==> src/hdl/agb_pkg.sv <==
`timescale 1ns / 1ps

package agb_pkg;

   // Defaults for the top-level parameters
   localparam int GRID_DIM_MAX_DEF = 256;
   localparam int MAX_CELLS_DEF    = 64;

   // Fixed field widths
   localparam int COORD_WIDTH      = 32;
   localparam int CELL_SIZE_WIDTH  = 31;
   localparam int DIM_REG_WIDTH    = 9;
   localparam int RECORD_WIDTH     = 16;
   localparam int CELL_INDEX_WIDTH = 24;
   localparam int CSR_INDEX_WIDTH  = 3;
   localparam int CSR_DATA_WIDTH   = 32;

   // Smallest usable cell edge (1.0 in Q23.8)
   localparam logic [CELL_SIZE_WIDTH-1:0] CELL_SIZE_MIN = 31'd256;

   // Register map
   localparam logic [CSR_INDEX_WIDTH-1:0] REG_ORIGIN_X  = 3'd0;
   localparam logic [CSR_INDEX_WIDTH-1:0] REG_ORIGIN_Y  = 3'd1;
   localparam logic [CSR_INDEX_WIDTH-1:0] REG_ORIGIN_Z  = 3'd2;
   localparam logic [CSR_INDEX_WIDTH-1:0] REG_CELL_SIZE = 3'd3;
   localparam logic [CSR_INDEX_WIDTH-1:0] REG_CELLS_X   = 3'd4;
   localparam logic [CSR_INDEX_WIDTH-1:0] REG_CELLS_Y   = 3'd5;
   localparam logic [CSR_INDEX_WIDTH-1:0] REG_CELLS_Z   = 3'd6;

   // Which box bound goes through the divider
   typedef enum logic [2:0] {
      OP_MIN_X = 3'd0,
      OP_MAX_X = 3'd1,
      OP_MIN_Y = 3'd2,
      OP_MAX_Y = 3'd3,
      OP_MIN_Z = 3'd4,
      OP_MAX_Z = 3'd5
   } op_type;

   // Controller to datapath
   typedef struct packed {
      logic   load;
      logic   div_start;
      logic   div_store;
      op_type op;
      logic   check;
      logic   mul1;
      logic   mul2;
      logic   emit;
   } cmd_type;

   // Datapath to controller
   typedef struct packed {
      logic div_done;
      logic empty;
      logic at_last;
   } status_type;

endpackage

==> src/hdl/agb_divider.sv <==
`timescale 1ns / 1ps

// Restoring unsigned divider, one quotient bit per cycle.
module agb_divider (
   input  logic                                  clock,
   input  logic                                  reset,
   input  logic                                  start,
   input  logic [agb_pkg::COORD_WIDTH-1:0]       dividend,
   input  logic [agb_pkg::CELL_SIZE_WIDTH-1:0]   divisor,
   output logic                                  done,
   output logic [agb_pkg::COORD_WIDTH-1:0]       quotient
);

   localparam int NW = agb_pkg::COORD_WIDTH;
   localparam int DW = agb_pkg::CELL_SIZE_WIDTH;
   localparam int CNTW = $clog2(NW);

   logic            active_ff, active_in;
   logic            done_ff, done_in;
   logic [CNTW-1:0] cnt_ff, cnt_in;
   logic [NW-1:0]   dq_ff, dq_in;
   logic [DW-1:0]   rem_ff, rem_in;

   logic [DW:0]     rem_shift;
   logic [DW:0]     rem_diff;
   logic            fits;

   // One shift-subtract step
   always_comb begin
      rem_shift = {rem_ff, dq_ff[NW-1]};
      rem_diff  = rem_shift - {1'b0, divisor};
      fits      = (rem_shift >= {1'b0, divisor});

      active_in = active_ff;
      done_in   = 1'b0;
      cnt_in    = cnt_ff;
      dq_in     = dq_ff;
      rem_in    = rem_ff;
      if (start) begin
         active_in = 1'b1;
         cnt_in    = '0;
         dq_in     = dividend;
         rem_in    = '0;
      end else if (active_ff) begin
         dq_in  = {dq_ff[NW-2:0], fits};
         rem_in = fits ? rem_diff[DW-1:0] : rem_shift[DW-1:0];
         cnt_in = cnt_ff + CNTW'(1);
         if (cnt_ff == CNTW'(NW - 1)) begin
            active_in = 1'b0;
            done_in   = 1'b1;
         end
      end
   end

   always_ff @(posedge clock) begin
      if (reset) begin
         active_ff <= 1'b0;
         done_ff   <= 1'b0;
         cnt_ff    <= '0;
      end else begin
         active_ff <= active_in;
         done_ff   <= done_in;
         cnt_ff    <= cnt_in;
      end
   end

   always_ff @(posedge clock) begin
      dq_ff  <= dq_in;
      rem_ff <= rem_in;
   end

   assign done     = done_ff;
   assign quotient = dq_ff;

endmodule

==> src/hdl/agb_datapath.sv <==
`timescale 1ns / 1ps

module agb_datapath #(
   parameter int GRID_DIM_MAX = agb_pkg::GRID_DIM_MAX_DEF,
   parameter int MAX_CELLS    = agb_pkg::MAX_CELLS_DEF
) (
   input  logic                                      clock,
   input  logic                                      reset,
   // configuration
   input  logic                                      csr_write_enable,
   input  logic [agb_pkg::CSR_INDEX_WIDTH-1:0]       csr_index,
   input  logic [agb_pkg::CSR_DATA_WIDTH-1:0]        csr_write_data,
   // input word payload
   input  logic [agb_pkg::RECORD_WIDTH-1:0]          req_record_index,
   input  logic signed [agb_pkg::COORD_WIDTH-1:0]    req_min_x,
   input  logic signed [agb_pkg::COORD_WIDTH-1:0]    req_min_y,
   input  logic signed [agb_pkg::COORD_WIDTH-1:0]    req_min_z,
   input  logic signed [agb_pkg::COORD_WIDTH-1:0]    req_max_x,
   input  logic signed [agb_pkg::COORD_WIDTH-1:0]    req_max_y,
   input  logic signed [agb_pkg::COORD_WIDTH-1:0]    req_max_z,
   // control
   input  agb_pkg::cmd_type                          cmd,
   output agb_pkg::status_type                       status,
   // result word payload
   output logic [agb_pkg::CELL_INDEX_WIDTH-1:0]      rsp_cell_index,
   output logic [agb_pkg::RECORD_WIDTH-1:0]          rsp_owner_index,
   output logic                                      rsp_last,
   output logic                                      rsp_truncated
);

   localparam int CWID = agb_pkg::COORD_WIDTH;
   localparam int IW   = agb_pkg::CELL_INDEX_WIDTH;
   // largest dimension a 9-bit register can ask for after clamping
   localparam int DIM_LIMIT = (GRID_DIM_MAX < 511) ? GRID_DIM_MAX : 511;
   localparam int CW = (DIM_LIMIT > 1) ? $clog2(DIM_LIMIT) : 1;  // coordinate
   localparam int DW = CW + 1;                                    // dimension
   localparam int KW = $clog2(MAX_CELLS + 1);                     // word count
   localparam int TW = (3 * DW > KW) ? 3 * DW : KW;               // box volume
   localparam int PW = CW + 2 * DW + 2;                           // cell number

   // Configuration registers
   logic signed [CWID-1:0]                     origin_ff [3];
   logic [agb_pkg::CELL_SIZE_WIDTH-1:0]        cell_size_ff;
   logic [agb_pkg::DIM_REG_WIDTH-1:0]          cells_ff [3];

   always_ff @(posedge clock) begin
      if (reset) begin
         origin_ff[0] <= '0;
         origin_ff[1] <= '0;
         origin_ff[2] <= '0;
         cell_size_ff <= agb_pkg::CELL_SIZE_MIN;
         cells_ff[0]  <= 9'd1;
         cells_ff[1]  <= 9'd1;
         cells_ff[2]  <= 9'd1;
      end else if (csr_write_enable) begin
         unique case (csr_index)
            agb_pkg::REG_ORIGIN_X:  origin_ff[0] <= csr_write_data;
            agb_pkg::REG_ORIGIN_Y:  origin_ff[1] <= csr_write_data;
            agb_pkg::REG_ORIGIN_Z:  origin_ff[2] <= csr_write_data;
            agb_pkg::REG_CELL_SIZE: cell_size_ff <= csr_write_data[30:0];
            agb_pkg::REG_CELLS_X:   cells_ff[0]  <= csr_write_data[8:0];
            agb_pkg::REG_CELLS_Y:   cells_ff[1]  <= csr_write_data[8:0];
            agb_pkg::REG_CELLS_Z:   cells_ff[2]  <= csr_write_data[8:0];
            default: ;
         endcase
      end
   end

   // Effective cell size and dimensions
   logic [agb_pkg::CELL_SIZE_WIDTH-1:0] cs_eff;
   logic [DW-1:0]                       dim [3];
   logic [DW-1:0]                       dim_m1 [3];

   assign cs_eff = (cell_size_ff < agb_pkg::CELL_SIZE_MIN) ? agb_pkg::CELL_SIZE_MIN
                                                           : cell_size_ff;

   always_comb begin
      for (int a = 0; a < 3; a++) begin
         if (cells_ff[a] == '0)
            dim[a] = DW'(1);
         else if (cells_ff[a] > 9'(DIM_LIMIT))
            dim[a] = DW'(DIM_LIMIT);
         else
            dim[a] = DW'(cells_ff[a]);
         dim_m1[a] = dim[a] - DW'(1);
      end
   end

   // Box capture
   logic signed [CWID-1:0]              min_ff [3];
   logic signed [CWID-1:0]              max_ff [3];
   logic [agb_pkg::RECORD_WIDTH-1:0]    held_index_ff;

   always_ff @(posedge clock) begin
      if (cmd.load) begin
         min_ff[0]     <= req_min_x;
         min_ff[1]     <= req_min_y;
         min_ff[2]     <= req_min_z;
         max_ff[0]     <= req_max_x;
         max_ff[1]     <= req_max_y;
         max_ff[2]     <= req_max_z;
         held_index_ff <= req_record_index;
      end
   end

   // Divider operand select: bound minus origin, 33 bits signed
   logic [1:0]             axis;
   logic                   is_hi;
   logic signed [CWID-1:0] bound;
   logic signed [CWID-1:0] org;
   logic [DW-1:0]          dim_sel;
   logic [DW-1:0]          dim_m1_sel;
   logic [CWID:0]          diff;
   logic                   neg;

   always_comb begin
      axis       = 2'd0;
      is_hi      = 1'b0;
      bound      = min_ff[0];
      org        = origin_ff[0];
      dim_sel    = dim[0];
      dim_m1_sel = dim_m1[0];
      unique case (cmd.op)
         agb_pkg::OP_MIN_X: begin
            axis = 2'd0; is_hi = 1'b0; bound = min_ff[0];
            org = origin_ff[0]; dim_sel = dim[0]; dim_m1_sel = dim_m1[0];
         end
         agb_pkg::OP_MAX_X: begin
            axis = 2'd0; is_hi = 1'b1; bound = max_ff[0];
            org = origin_ff[0]; dim_sel = dim[0]; dim_m1_sel = dim_m1[0];
         end
         agb_pkg::OP_MIN_Y: begin
            axis = 2'd1; is_hi = 1'b0; bound = min_ff[1];
            org = origin_ff[1]; dim_sel = dim[1]; dim_m1_sel = dim_m1[1];
         end
         agb_pkg::OP_MAX_Y: begin
            axis = 2'd1; is_hi = 1'b1; bound = max_ff[1];
            org = origin_ff[1]; dim_sel = dim[1]; dim_m1_sel = dim_m1[1];
         end
         agb_pkg::OP_MIN_Z: begin
            axis = 2'd2; is_hi = 1'b0; bound = min_ff[2];
            org = origin_ff[2]; dim_sel = dim[2]; dim_m1_sel = dim_m1[2];
         end
         agb_pkg::OP_MAX_Z: begin
            axis = 2'd2; is_hi = 1'b1; bound = max_ff[2];
            org = origin_ff[2]; dim_sel = dim[2]; dim_m1_sel = dim_m1[2];
         end
         default: ;
      endcase
      diff = {bound[CWID-1], bound} - {org[CWID-1], org};
      neg  = diff[CWID];
   end

   // A negative offset floors below zero, so the quotient counts only for a
   // non-negative offset; the low 32 bits of the offset go to the divider.
   logic            div_done;
   logic [CWID-1:0] quotient;

   agb_divider u_divider (
      .clock    (clock),
      .reset    (reset),
      .start    (cmd.div_start),
      .dividend (diff[CWID-1:0]),
      .divisor  (cs_eff),
      .done     (div_done),
      .quotient (quotient)
   );

   logic over;
   assign over = (quotient >= CWID'(dim_sel));

   // Span per axis; empty flag collects every reason for no output
   logic [CW-1:0] span_low_ff [3];
   logic [CW-1:0] span_high_ff [3];
   logic [DW-1:0] width_ff [3];
   logic          empty_ff;

   always_ff @(posedge clock) begin
      if (reset) begin
         empty_ff <= 1'b0;
      end else if (cmd.load) begin
         empty_ff <= 1'b0;
      end else if (cmd.div_store) begin
         if (is_hi ? neg : (!neg && over))
            empty_ff <= 1'b1;
      end else if (cmd.check) begin
         if (span_low_ff[0] > span_high_ff[0] || span_low_ff[1] > span_high_ff[1] ||
             span_low_ff[2] > span_high_ff[2])
            empty_ff <= 1'b1;
      end
   end

   always_ff @(posedge clock) begin
      if (cmd.div_store) begin
         if (is_hi)
            span_high_ff[axis] <= over ? dim_m1_sel[CW-1:0] : quotient[CW-1:0];
         else
            span_low_ff[axis] <= neg ? '0 : quotient[CW-1:0];
      end
      if (cmd.check) begin
         for (int a = 0; a < 3; a++)
            width_ff[a] <= {1'b0, span_high_ff[a]} - {1'b0, span_low_ff[a]} + DW'(1);
      end
   end

   // Volume over the mul1 and mul2 multiply steps, plus the y-z plane size
   logic [2*DW-1:0] plane_ff;
   logic [2*DW-1:0] p1_ff;
   logic [TW-1:0]   volume;
   logic [KW-1:0]   total_ff;
   logic            trunc_ff;

   assign volume = TW'(p1_ff) * TW'(width_ff[2]);

   always_ff @(posedge clock) begin
      if (cmd.check)
         plane_ff <= (2*DW)'(dim[1]) * (2*DW)'(dim[2]);
      if (cmd.mul1)
         p1_ff <= (2*DW)'(width_ff[0]) * (2*DW)'(width_ff[1]);
      if (cmd.mul2) begin
         trunc_ff <= (volume > TW'(MAX_CELLS));
         total_ff <= (volume > TW'(MAX_CELLS)) ? KW'(MAX_CELLS) : volume[KW-1:0];
      end
   end

   // Cell walk: x innermost, then y, then z
   logic [CW-1:0] cursor_ff [3];
   logic [KW-1:0] count_ff;
   logic          at_last;
   logic [PW-1:0] cell_full;

   assign at_last   = ((count_ff + KW'(1)) == total_ff);
   assign cell_full = PW'(cursor_ff[0]) * PW'(plane_ff) +
                      PW'(cursor_ff[1]) * PW'(dim[2]) + PW'(cursor_ff[2]);

   always_ff @(posedge clock) begin
      if (reset) begin
         count_ff <= '0;
      end else if (cmd.mul2) begin
         count_ff <= '0;
      end else if (cmd.emit) begin
         count_ff <= count_ff + KW'(1);
      end
   end

   always_ff @(posedge clock) begin
      if (cmd.mul2) begin
         for (int a = 0; a < 3; a++)
            cursor_ff[a] <= span_low_ff[a];
      end else if (cmd.emit) begin
         if (cursor_ff[0] == span_high_ff[0]) begin
            cursor_ff[0] <= span_low_ff[0];
            if (cursor_ff[1] == span_high_ff[1]) begin
               cursor_ff[1] <= span_low_ff[1];
               cursor_ff[2] <= cursor_ff[2] + CW'(1);
            end else begin
               cursor_ff[1] <= cursor_ff[1] + CW'(1);
            end
         end else begin
            cursor_ff[0] <= cursor_ff[0] + CW'(1);
         end
      end
   end

   // Result word register
   logic [agb_pkg::CELL_INDEX_WIDTH-1:0] rsp_cell_index_ff;
   logic [agb_pkg::RECORD_WIDTH-1:0]     rsp_owner_index_ff;
   logic                                 rsp_last_ff;
   logic                                 rsp_truncated_ff;

   always_ff @(posedge clock) begin
      if (cmd.emit) begin
         rsp_cell_index_ff  <= IW'(cell_full);
         rsp_owner_index_ff <= held_index_ff;
         rsp_last_ff        <= at_last;
         rsp_truncated_ff   <= trunc_ff;
      end
   end

   assign rsp_cell_index  = rsp_cell_index_ff;
   assign rsp_owner_index = rsp_owner_index_ff;
   assign rsp_last        = rsp_last_ff;
   assign rsp_truncated   = rsp_truncated_ff;

   assign status.div_done = div_done;
   assign status.empty    = empty_ff;
   assign status.at_last  = at_last;

endmodule

==> src/hdl/agb_ctrl.sv <==
`timescale 1ns / 1ps

module agb_ctrl (
   input  logic                  clock,
   input  logic                  reset,
   input  logic                  req_valid,
   output logic                  req_stall,
   output logic                  rsp_valid,
   input  logic                  rsp_stall,
   output agb_pkg::cmd_type      cmd,
   input  agb_pkg::status_type   status
);

   typedef enum logic [6:0] {
      S_IDLE   = 7'b0000001,
      S_DSTART = 7'b0000010,
      S_DWAIT  = 7'b0000100,
      S_CHECK  = 7'b0001000,
      S_MUL1   = 7'b0010000,
      S_MUL2   = 7'b0100000,
      S_EMIT   = 7'b1000000
   } state_type;

   state_type        state_ff, state_in;
   agb_pkg::op_type  op_ff, op_in;
   agb_pkg::op_type  op_next;
   logic             rsp_valid_ff, rsp_valid_in;
   logic             out_free;

   // Division order
   always_comb begin
      unique case (op_ff)
         agb_pkg::OP_MIN_X: op_next = agb_pkg::OP_MAX_X;
         agb_pkg::OP_MAX_X: op_next = agb_pkg::OP_MIN_Y;
         agb_pkg::OP_MIN_Y: op_next = agb_pkg::OP_MAX_Y;
         agb_pkg::OP_MAX_Y: op_next = agb_pkg::OP_MIN_Z;
         agb_pkg::OP_MIN_Z: op_next = agb_pkg::OP_MAX_Z;
         default:           op_next = agb_pkg::OP_MIN_X;
      endcase
   end

   assign out_free = !rsp_valid_ff || !rsp_stall;

   // Next state and commands
   always_comb begin
      state_in      = state_ff;
      op_in         = op_ff;
      rsp_valid_in  = rsp_valid_ff && rsp_stall;
      cmd.load      = 1'b0;
      cmd.div_start = 1'b0;
      cmd.div_store = 1'b0;
      cmd.op        = op_ff;
      cmd.check     = 1'b0;
      cmd.mul1      = 1'b0;
      cmd.mul2      = 1'b0;
      cmd.emit      = 1'b0;
      unique case (state_ff)
         S_IDLE: begin
            if (req_valid) begin
               cmd.load = 1'b1;
               op_in    = agb_pkg::OP_MIN_X;
               state_in = S_DSTART;
            end
         end
         S_DSTART: begin
            cmd.div_start = 1'b1;
            state_in      = S_DWAIT;
         end
         S_DWAIT: begin
            if (status.div_done) begin
               cmd.div_store = 1'b1;
               if (op_ff == agb_pkg::OP_MAX_Z) begin
                  state_in = S_CHECK;
               end else begin
                  op_in    = op_next;
                  state_in = S_DSTART;
               end
            end
         end
         S_CHECK: begin
            cmd.check = 1'b1;
            state_in  = S_MUL1;
         end
         S_MUL1: begin
            cmd.mul1 = 1'b1;
            state_in = S_MUL2;
         end
         S_MUL2: begin
            cmd.mul2 = 1'b1;
            state_in = status.empty ? S_IDLE : S_EMIT;
         end
         S_EMIT: begin
            if (out_free) begin
               cmd.emit     = 1'b1;
               rsp_valid_in = 1'b1;
               if (status.at_last)
                  state_in = S_IDLE;
            end
         end
         default: state_in = S_IDLE;
      endcase
   end

   always_ff @(posedge clock) begin
      if (reset) begin
         state_ff     <= S_IDLE;
         op_ff        <= agb_pkg::OP_MIN_X;
         rsp_valid_ff <= 1'b0;
      end else begin
         state_ff     <= state_in;
         op_ff        <= op_in;
         rsp_valid_ff <= rsp_valid_in;
      end
   end

   assign req_stall = (state_ff != S_IDLE);
   assign rsp_valid = rsp_valid_ff;

endmodule

==> src/hdl/aabb_uniform_grid_binner.sv <==
`timescale 1ns / 1ps

// Uniform-grid box binner.
// Input channel (req_*): one box per word, record index plus min and max
// corners in signed Q23.8. Result channel (rsp_*): one word per overlapped
// cell, linear cell number x*ny*nz + y*nz + z, the record index, last on the
// final word of a box and truncated on every word of a box whose run was cut
// at MAX_CELLS. Cells go out with x fastest, then y, then z.
// Configuration (csr_*): origin, cell size and cell counts; the user must
// write them only while idle, which the block itself does not enforce. The
// six bound offsets go one after another through a shared 32-step restoring
// divider; after the span check and the multiply steps the first word is
// registered, then one word per cycle while rsp_stall is low. A box that
// touches no cell gives no word. One box is in work at a time; req_stall is
// high from accept until its last word is loaded into the output register or
// the box is found empty. rsp_stall holds the output register and pauses the
// cell walk; nothing is dropped. Synchronous reset returns the registers to
// origin 0, cell size 1.0, one cell per axis, and empties the output register.
module aabb_uniform_grid_binner #(
   parameter int GRID_DIM_MAX = agb_pkg::GRID_DIM_MAX_DEF,
   parameter int MAX_CELLS    = agb_pkg::MAX_CELLS_DEF
) (
   input  logic                                      clock,
   input  logic                                      reset,
   input  logic                                      csr_write_enable,
   input  logic [agb_pkg::CSR_INDEX_WIDTH-1:0]       csr_index,
   input  logic [agb_pkg::CSR_DATA_WIDTH-1:0]        csr_write_data,
   input  logic                                      req_valid,
   output logic                                      req_stall,
   input  logic [agb_pkg::RECORD_WIDTH-1:0]          req_record_index,
   input  logic signed [agb_pkg::COORD_WIDTH-1:0]    req_min_x,
   input  logic signed [agb_pkg::COORD_WIDTH-1:0]    req_min_y,
   input  logic signed [agb_pkg::COORD_WIDTH-1:0]    req_min_z,
   input  logic signed [agb_pkg::COORD_WIDTH-1:0]    req_max_x,
   input  logic signed [agb_pkg::COORD_WIDTH-1:0]    req_max_y,
   input  logic signed [agb_pkg::COORD_WIDTH-1:0]    req_max_z,
   output logic                                      rsp_valid,
   input  logic                                      rsp_stall,
   output logic [agb_pkg::CELL_INDEX_WIDTH-1:0]      rsp_cell_index,
   output logic [agb_pkg::RECORD_WIDTH-1:0]          rsp_owner_index,
   output logic                                      rsp_last,
   output logic                                      rsp_truncated
);

   agb_pkg::cmd_type    cmd;
   agb_pkg::status_type status;

   agb_ctrl u_ctrl (
      .clock     (clock),
      .reset     (reset),
      .req_valid (req_valid),
      .req_stall (req_stall),
      .rsp_valid (rsp_valid),
      .rsp_stall (rsp_stall),
      .cmd       (cmd),
      .status    (status)
   );

   agb_datapath #(
      .GRID_DIM_MAX (GRID_DIM_MAX),
      .MAX_CELLS    (MAX_CELLS)
   ) u_datapath (
      .clock            (clock),
      .reset            (reset),
      .csr_write_enable (csr_write_enable),
      .csr_index        (csr_index),
      .csr_write_data   (csr_write_data),
      .req_record_index (req_record_index),
      .req_min_x        (req_min_x),
      .req_min_y        (req_min_y),
      .req_min_z        (req_min_z),
      .req_max_x        (req_max_x),
      .req_max_y        (req_max_y),
      .req_max_z        (req_max_z),
      .cmd              (cmd),
      .status           (status),
      .rsp_cell_index   (rsp_cell_index),
      .rsp_owner_index  (rsp_owner_index),
      .rsp_last         (rsp_last),
      .rsp_truncated    (rsp_truncated)
   );

endmodule

==> config.mk <==
export PLATFORM = sky130hd
export DESIGN_NAME = aabb_uniform_grid_binner
export DESIGN_NICKNAME = d
export VERILOG_FILES = /design/src/hdl/agb_pkg.sv /design/src/hdl/agb_divider.sv /design/src/hdl/agb_datapath.sv /design/src/hdl/agb_ctrl.sv /design/src/hdl/aabb_uniform_grid_binner.sv
export SDC_FILE = /design/constraint.sdc
export NUM_CORES = 2
export LEC_CHECK = 0
export BUFFER_PORTS_ARGS = -buffer_cell sky130_fd_sc_hd__clkbuf_2
export CAP_MARGIN = 20
export CORE_MARGIN = 4
export CORE_UTILIZATION = 39
export CTS_BUF_LIST = sky130_fd_sc_hd__clkbuf_4
export CTS_CLUSTER_SIZE = 16
export DETAILED_ROUTE_END_ITERATION = 7
export MAX_ROUTING_LAYER = met4
export PLACE_DENSITY_LB_ADDON = 0.05
export SLEW_MARGIN = 10
export SYNTH_ARGS = -nofsm -noshare
export SYNTH_HDL_FRONTEND = slang
export SYNTH_SLANG_ARGS = --single-unit
==> constraint.sdc <==
create_clock -name clock -period 9.8 [get_ports clock]
set_input_delay 0.98 -clock clock [delete_from_list [all_inputs] [get_ports clock]]
set_output_delay 0.98 -clock clock [all_outputs]
set_load 0.005 [all_outputs]
; After elaboration in Yosys (flattened, before gate mapping)
; Memories as Yosys holds them, arrays and structs flattened.
; Index checks and enable logic that the tools add are counted.
[op_classes]
n_addsub = 18
multipliers = 5
n_div = 0
n_lt_le_gt_ge = 10
eq_ne = 29
shifts = 0
muxes = 118
bitwise_logic = 12
reduce_logical = 28
[op_table]
columns = op, count
row1 = two-way mux 32 bit, 5
row2 = one-hot mux 32 bit (5 select lines), 1
row3 = two-way mux 9 bit, 9
row4 = two-way mux 1 bit, 78
row5 = one-hot mux 32 bit (2 select lines), 1
row6 = two-way mux 31 bit, 2
row7 = two-way mux 8 bit, 7
row8 = one-hot mux 7 bit (7 select lines), 1
row9 = multiplier 9 x 9 -> 18 bit, 2
row10 = two-way mux 7 bit, 5
row11 = subtractor 32 x 32 -> 33 bit, 1
row12 = >= comparator 32 x 31 -> 1 bit, 1
row13 = >= comparator 32 x 9 -> 1 bit, 1
row14 = less-than comparator 31 x 9 -> 1 bit (second input constant), 1
row15 = subtractor 31 bit, 1
row16 = adder 9 x 1 -> 9 bit (second input constant), 3
row17 = greater-than comparator 27 x 7 -> 1 bit (second input constant), 1
row18 = greater-than comparator 9 bit (second input constant), 3
row19 = logical NOT 9 bit, 3
row20 = multiplier 18 x 9 -> 27 bit, 1
row21 = subtractor 8 x 8 -> 9 bit, 3
row22 = adder 24 x 17 -> 24 bit, 1
row23 = adder 24 x 8 -> 24 bit, 1
row24 = adder 8 x 1 -> 8 bit (second input constant), 3
row25 = 41 further kinds, 85
[word_totals]
reg_bits = 222
latch_bits = 0
mem_bits_rw = 414
rom_bits = 0
in_bits = 248
output_inout_bits = 44
wordCells = 248
n_memories = 8
[mem_list]
columns = name, words, word_bits, read_ports, rd_clocked_by_memory_dff, wr, line
row1 = u_datapath.max_ff, 3, 32, 3, 0, 3, agb_datapath.sv:91  ; logic signed [CWID-1:0] max_ff [3];
row2 = u_datapath.min_ff, 3, 32, 3, 0, 3, agb_datapath.sv:90  ; logic signed [CWID-1:0] min_ff [3];
row3 = u_datapath.origin_ff, 3, 32, 3, 0, 3, agb_datapath.sv:42  ; logic signed [CWID-1:0] origin_ff [3];
row4 = u_datapath.cells_ff, 3, 9, 3, 0, 3, agb_datapath.sv:44  ; logic [agb_pkg::DIM_REG_WIDTH-1:0] cells_ff [3];
row5 = u_datapath.width_ff, 3, 9, 3, 0, 3, agb_datapath.sv:175  ; logic [DW-1:0] width_ff [3];
row6 = u_datapath.cursor_ff, 3, 8, 3, 0, 3, agb_datapath.sv:227  ; logic [CW-1:0] cursor_ff [3];
row7 = 2 more memories, --, --, --, --, --, --

; Longest topological paths before layout
; An unclocked memory read counts as a cell.
[logic_depth]
word_depth = 10
ltp_mapped = 26
mapped_depth_nobuf = 25

; Cells and area by module
; Synthesis repeated with hierarchy kept, for this count alone.
[unflattened]
cells_unflattened = 4641
area_unflattened_um2 = 48456.5
[by_module_without_submodules]
columns = module, instances, cells_each, area_per_inst_um2
row1 = agb_datapath, 1, 3981, 42634.6
row2 = agb_divider, 1, 569, 5053.6
row3 = agb_ctrl, 1, 91, 768.2

; Least setup slack after synthesis
; No wires, ideal clock.
[synth_timing]
kind = reg2reg
from = mem u_datapath.cells_ff[0][23] (netlist name)
to = reg u_datapath.rsp_cell_index_ff (netlist bit u_datapath.rsp_cell_index[23]) (data pin)
arrival_ps = 6560
path_slack_ps = 2981
stages_incl_launch_ff = 24
period_less_slack_ps = 6819
cell_sequence = edfxtp_1 nor4_1 a21oi_1 nor2_1 clkbuf_1 nand2_1 fa_1 fa_1 inv_1 fa_1 fa_1 fa_1 fa_1 ha_1 or2_2 o31a_1 o311a_1 o31ai_1 a21boi_0 o22ai_1 nor3_1 nor3_1 o2bb2ai_1 xnor2_1
[synth_lines]
columns = item, line
row1 = start: declaration, agb_datapath.sv:44
row2 = end signal: assignment, agb_datapath.sv:273  ; rsp_cell_index_ff <= IW'(cell_full);
row3 = end: declaration, agb_datapath.sv:266  ; logic [agb_pkg::CELL_INDEX_WIDTH-1:0] rsp_cell_index_ff;

==> flow_metrics.py <==
metrics = {
    "yosys": {
        "synth_seq_cells": 636,
        "synth_fp_nets": 5587,
        "avgSynthCellArea_um2": 10.4,
        "synth_top_family_by_area": "adder cells",
        "ys.flop_type": "edfxtp_1",
        "synth_fa_ha_area_share_pct": 26.0,
        "ys_seq_area_share_pct": 38.2,
        "syn-cell-area_um2": 47600,
        "yosysUniqueCellTypes": 85,
        "synth_compound_area_share_pct": 9.92,
        "yosysWarningCount": 0,
        "synthMuxAreaShare_pct": 2.46,
        "synth_xor_area_share_pct": 3.40,
        "synth_async_sr_flop_share_pct": 0,
        "synth-simple-area-share_pct": 13.6,
        "postSynthCellCount": 4584,
        "synth_edf_count": 548,
    },
    "cts": {
        "h-tree-depth": 4,
        "cts_tree": "built",
        "cts_post_setup_buffers_inserted": 0,
        "cts_resized": 0,
        "ctsLongestPathBuffers": 3,
        "numCtsBuffers": 181,
        "insertion_delay_ps": 1100,
        "clock-sinks": 636,
        "cts_root_buf": "clkbuf_4",
        "path_clk_slew_ps": 60,
    },
    "power_and_ir_drop": {
        "ir_drop_mv": 0.121,
        "power_density_nw_per_um2": 167,
        "leakage_nw": 24.2,
    },
    "cells_and_area": {
        "fin_util_pct": 45.8,
        "nets": 6120,
        "syn_to_final_growth_pct": 15.8,
        "final_common_cell": "inv_1",
        "drive_above_1_share_pct": 13.4,
        "final_cell_mix": "inv_1 (596), nand2_1 (553), edfxtp_1 (548), fa_1 (390), ha_1 (365)",
        "fin_area_um2": 55200,
    },
    "worst_setup_path": {
        "cp.arrival_ps": 8370,
        "setup.worst_path.end_class": "flip-flop",
        "critPathKind": "reg2reg",
        "critPathMaxFanout": 9,
        "critPathRequiredTime_ps": 10560,
        "start_kind": "flip-flop",
    },
    "floorplanning": {
        "fp.dieH_um": 358,
        "placeableCoreArea_um2": 121000,
        "fp.dieW_um": 358,
        "initial_core_util_pct": 39.5,
        "die-area_um2": 128000,
        "rows": 127,
        "ioPinCount": 292,
    },
    "timing": {
        "hold_viol_final": 0,
        "final.setup_skew_ps": 69.0,
        "setup_violations": 0,
        "fmax_ghz": 0.131,
        "slew_viol_final": 0,
        "hold_ws_ps": 191,
        "timing.final.crit_share_pct": 77.6,
        "rsz0062_at_grt": "false",
        "final.min_clock_period_ps": 7610,
        "slew_headroom_pct": 26.1,
        "setup_tns_ps": 0,
        "tightest_slew_ps": 1110,
    },
    "routing": {
        "vias_per_cell": 4.94,
        "drc": 0,
        "vias": 34000,
        "drt_wl_total_um": 128000,
        "firstDrtPassIters": 5,
        "avgRoutedWirePerCell_um": 18.6,
        "drt-initial-drc-count": 1648,
        "postRouteAntennaNets": 0,
    },
    "placement": {
        "dp.final_hpwl_um": 96200,
        "port-buffer-count": 291,
        "dpl_cell_area_um2": 50700,
        "gp_congestion": 0.820,
    },
    "global_routing": {
        "groute.layer.met3.usage_pct": 3.05,
        "met2_usage_pct": 35.4,
        "antenna_found_initial": 21,
        "grt_max_degree": 128,
        "grt_pass1_wl_um": 204000,
        "grt_pass1_vias": 35900,
        "track_usage_pct": 21.1,
        "top_usage_layer": "met2",
        "overflow": 0,
        "use_met1_pct": 26.6,
    },
    "run_status": {
        "status": "complete, no violations",
    },
    "hold_path": {
        "worstHoldPathType": "in2reg",
    },
    "run": {
        "max_cap_viol_count": 0,
    },
}
==> synth_stat cells, drive strengths merged, types with 6 or more instances <==
cell type	number	share of area, %
o2111ai	7	0.13
nand3b	15	0.24
nand2b	37	0.49
a31oi	36	0.49
a21oi	208	2.2
clkbuf	172	1.4
a21boi	7	0.11
o41ai	9	0.18
a211oi	58	0.93
and2	271	3.6
nor3	48	0.51
inv	601	4.7
a31o	6	0.11
nand2	554	4.4
o21bai	26	0.41
a221oi	27	0.50
edfxtp	548	35
dfxtp	88	3.7
nor4	24	0.32
o211ai	11	0.17
o21a	22	0.35
nor2	203	1.6
xor2	56	1.0
o31ai	9	0.14
fa	390	16
a21o	76	1.2
nor3b	14	0.22
o21ai	199	2.1
nand4	24	0.32
mux2i	70	1.5
nor2b	53	0.70
ha	365	9.6
mux2	42	0.99
xnor2	129	2.4
and3	30	0.40
buf	26	0.27
nand3	50	0.53
or2	8	0.11
or3	10	0.14
==> flip-flops by register name, indices dropped and copies added (netlist names), 27 cells and up <==
register / cells
u_datapath.u_divider.rem_ff: 31
u_datapath.cells_ff: 27
u_datapath.min_ff: 96
u_datapath.origin_ff: 96
u_datapath.u_divider.quotient: 32
u_datapath.width_ff: 27
u_datapath.max_ff: 96
u_datapath.cell_size_ff: 31
==> cells by family (layout without fill, tap and decap cells) <==
group | after synthesis | after routing
mux | 112 | 112
buf+inv | 801 | 1469
xor+xnor | 185 | 185
flops | 636 | 636
fa+ha+maj | 755 | 755
compound gates | 745 | 745
other cells | 0 | 21
simple gates | 1350 | 1350
==> layout make-up <==
type                            count  area (um^2)
Tap cell                         1612         2020
Sequential cell                   636        18200
Clock buffer                      260         1950
Timing Repair Buffer              548         3950
Multi-Input combinational cell   3147        26400
Clock inverter                     58          278
Inverter                          603         2270
Fill cell                       11700        65400
Antenna cell                       21         52.6
==> worst max-delay path, cell delays in order (launching register included) <==
cell and delay, ps:
edfxtp_1 410, nor4_1 320, a21oi_1 150, nor2_1 480
buf_4 290, nand2_1 100, fa_1 530, fa_1 540
inv_1 50, fa_1 510, fa_1 520, fa_1 520
fa_1 490, ha_1 340, or2_2 300, o31a_1 120
o311a_1 150, o31ai_1 260, a21boi_0 200, o22ai_1 350
nor3_1 110, nor3_1 320, o2bb2ai_1 180, xnor2_1 90
==> through the flow <==
step	cells	setup WS (ps)	total power, mW
6_report	6885	2190	9.20
5_1_grt	6885	1730	9.97
4_1_cts	6862	2110	9.36
3_5_place_dp	6327	2140	6.79
3_3_place_gp	6325	2220	6.78
2_1_floorplan	4584	2980	6.05
==> routing by layer <==
| metal | up-vias | share of wire, % |
|---|---|---|
| met3 | 188 | 3.4 |
| met2 | 591 | 50 |
| met4 | 0 | 2.3 |
| met5 | - | 0 |
| met1 | 16600 | 44 |
| li1 | 16600 | - |
==> report_power, final <==
part           internal [mW]  leakage [nW]  switching, mW  total [mW]
registers               3.46          5.82          0.159        3.62
logic                   1.36          17.0           1.80        3.16
clock network           1.22          1.33           1.19        2.41
total                   6.04          24.2           3.15        9.20
==> timing repair <==
action                     4_1_cts  5_1_grt
hold endpoints to repair       217        0
hold buffers                   217        0
setup endpoints to repair        0        0
==> path summary, 6_finish.rpt <==
check | startpoint | to | slack [ps] | depth (start not counted)
max reg2reg | u_datapath.cells_ff[0][23] | u_datapath.rsp_cell_index[23] | 2190 | 23
max | u_datapath.cells_ff[0][23] | u_datapath.rsp_cell_index[23] | 2190 | 23
min | csr_write_data[22] | u_datapath.cell_size_ff[22] | 190 | 3
min reg2reg | u_datapath.held_index_ff[15] | u_datapath.rsp_owner_index[15] | 390 | 0
Power figures use the tool's default switching activity.
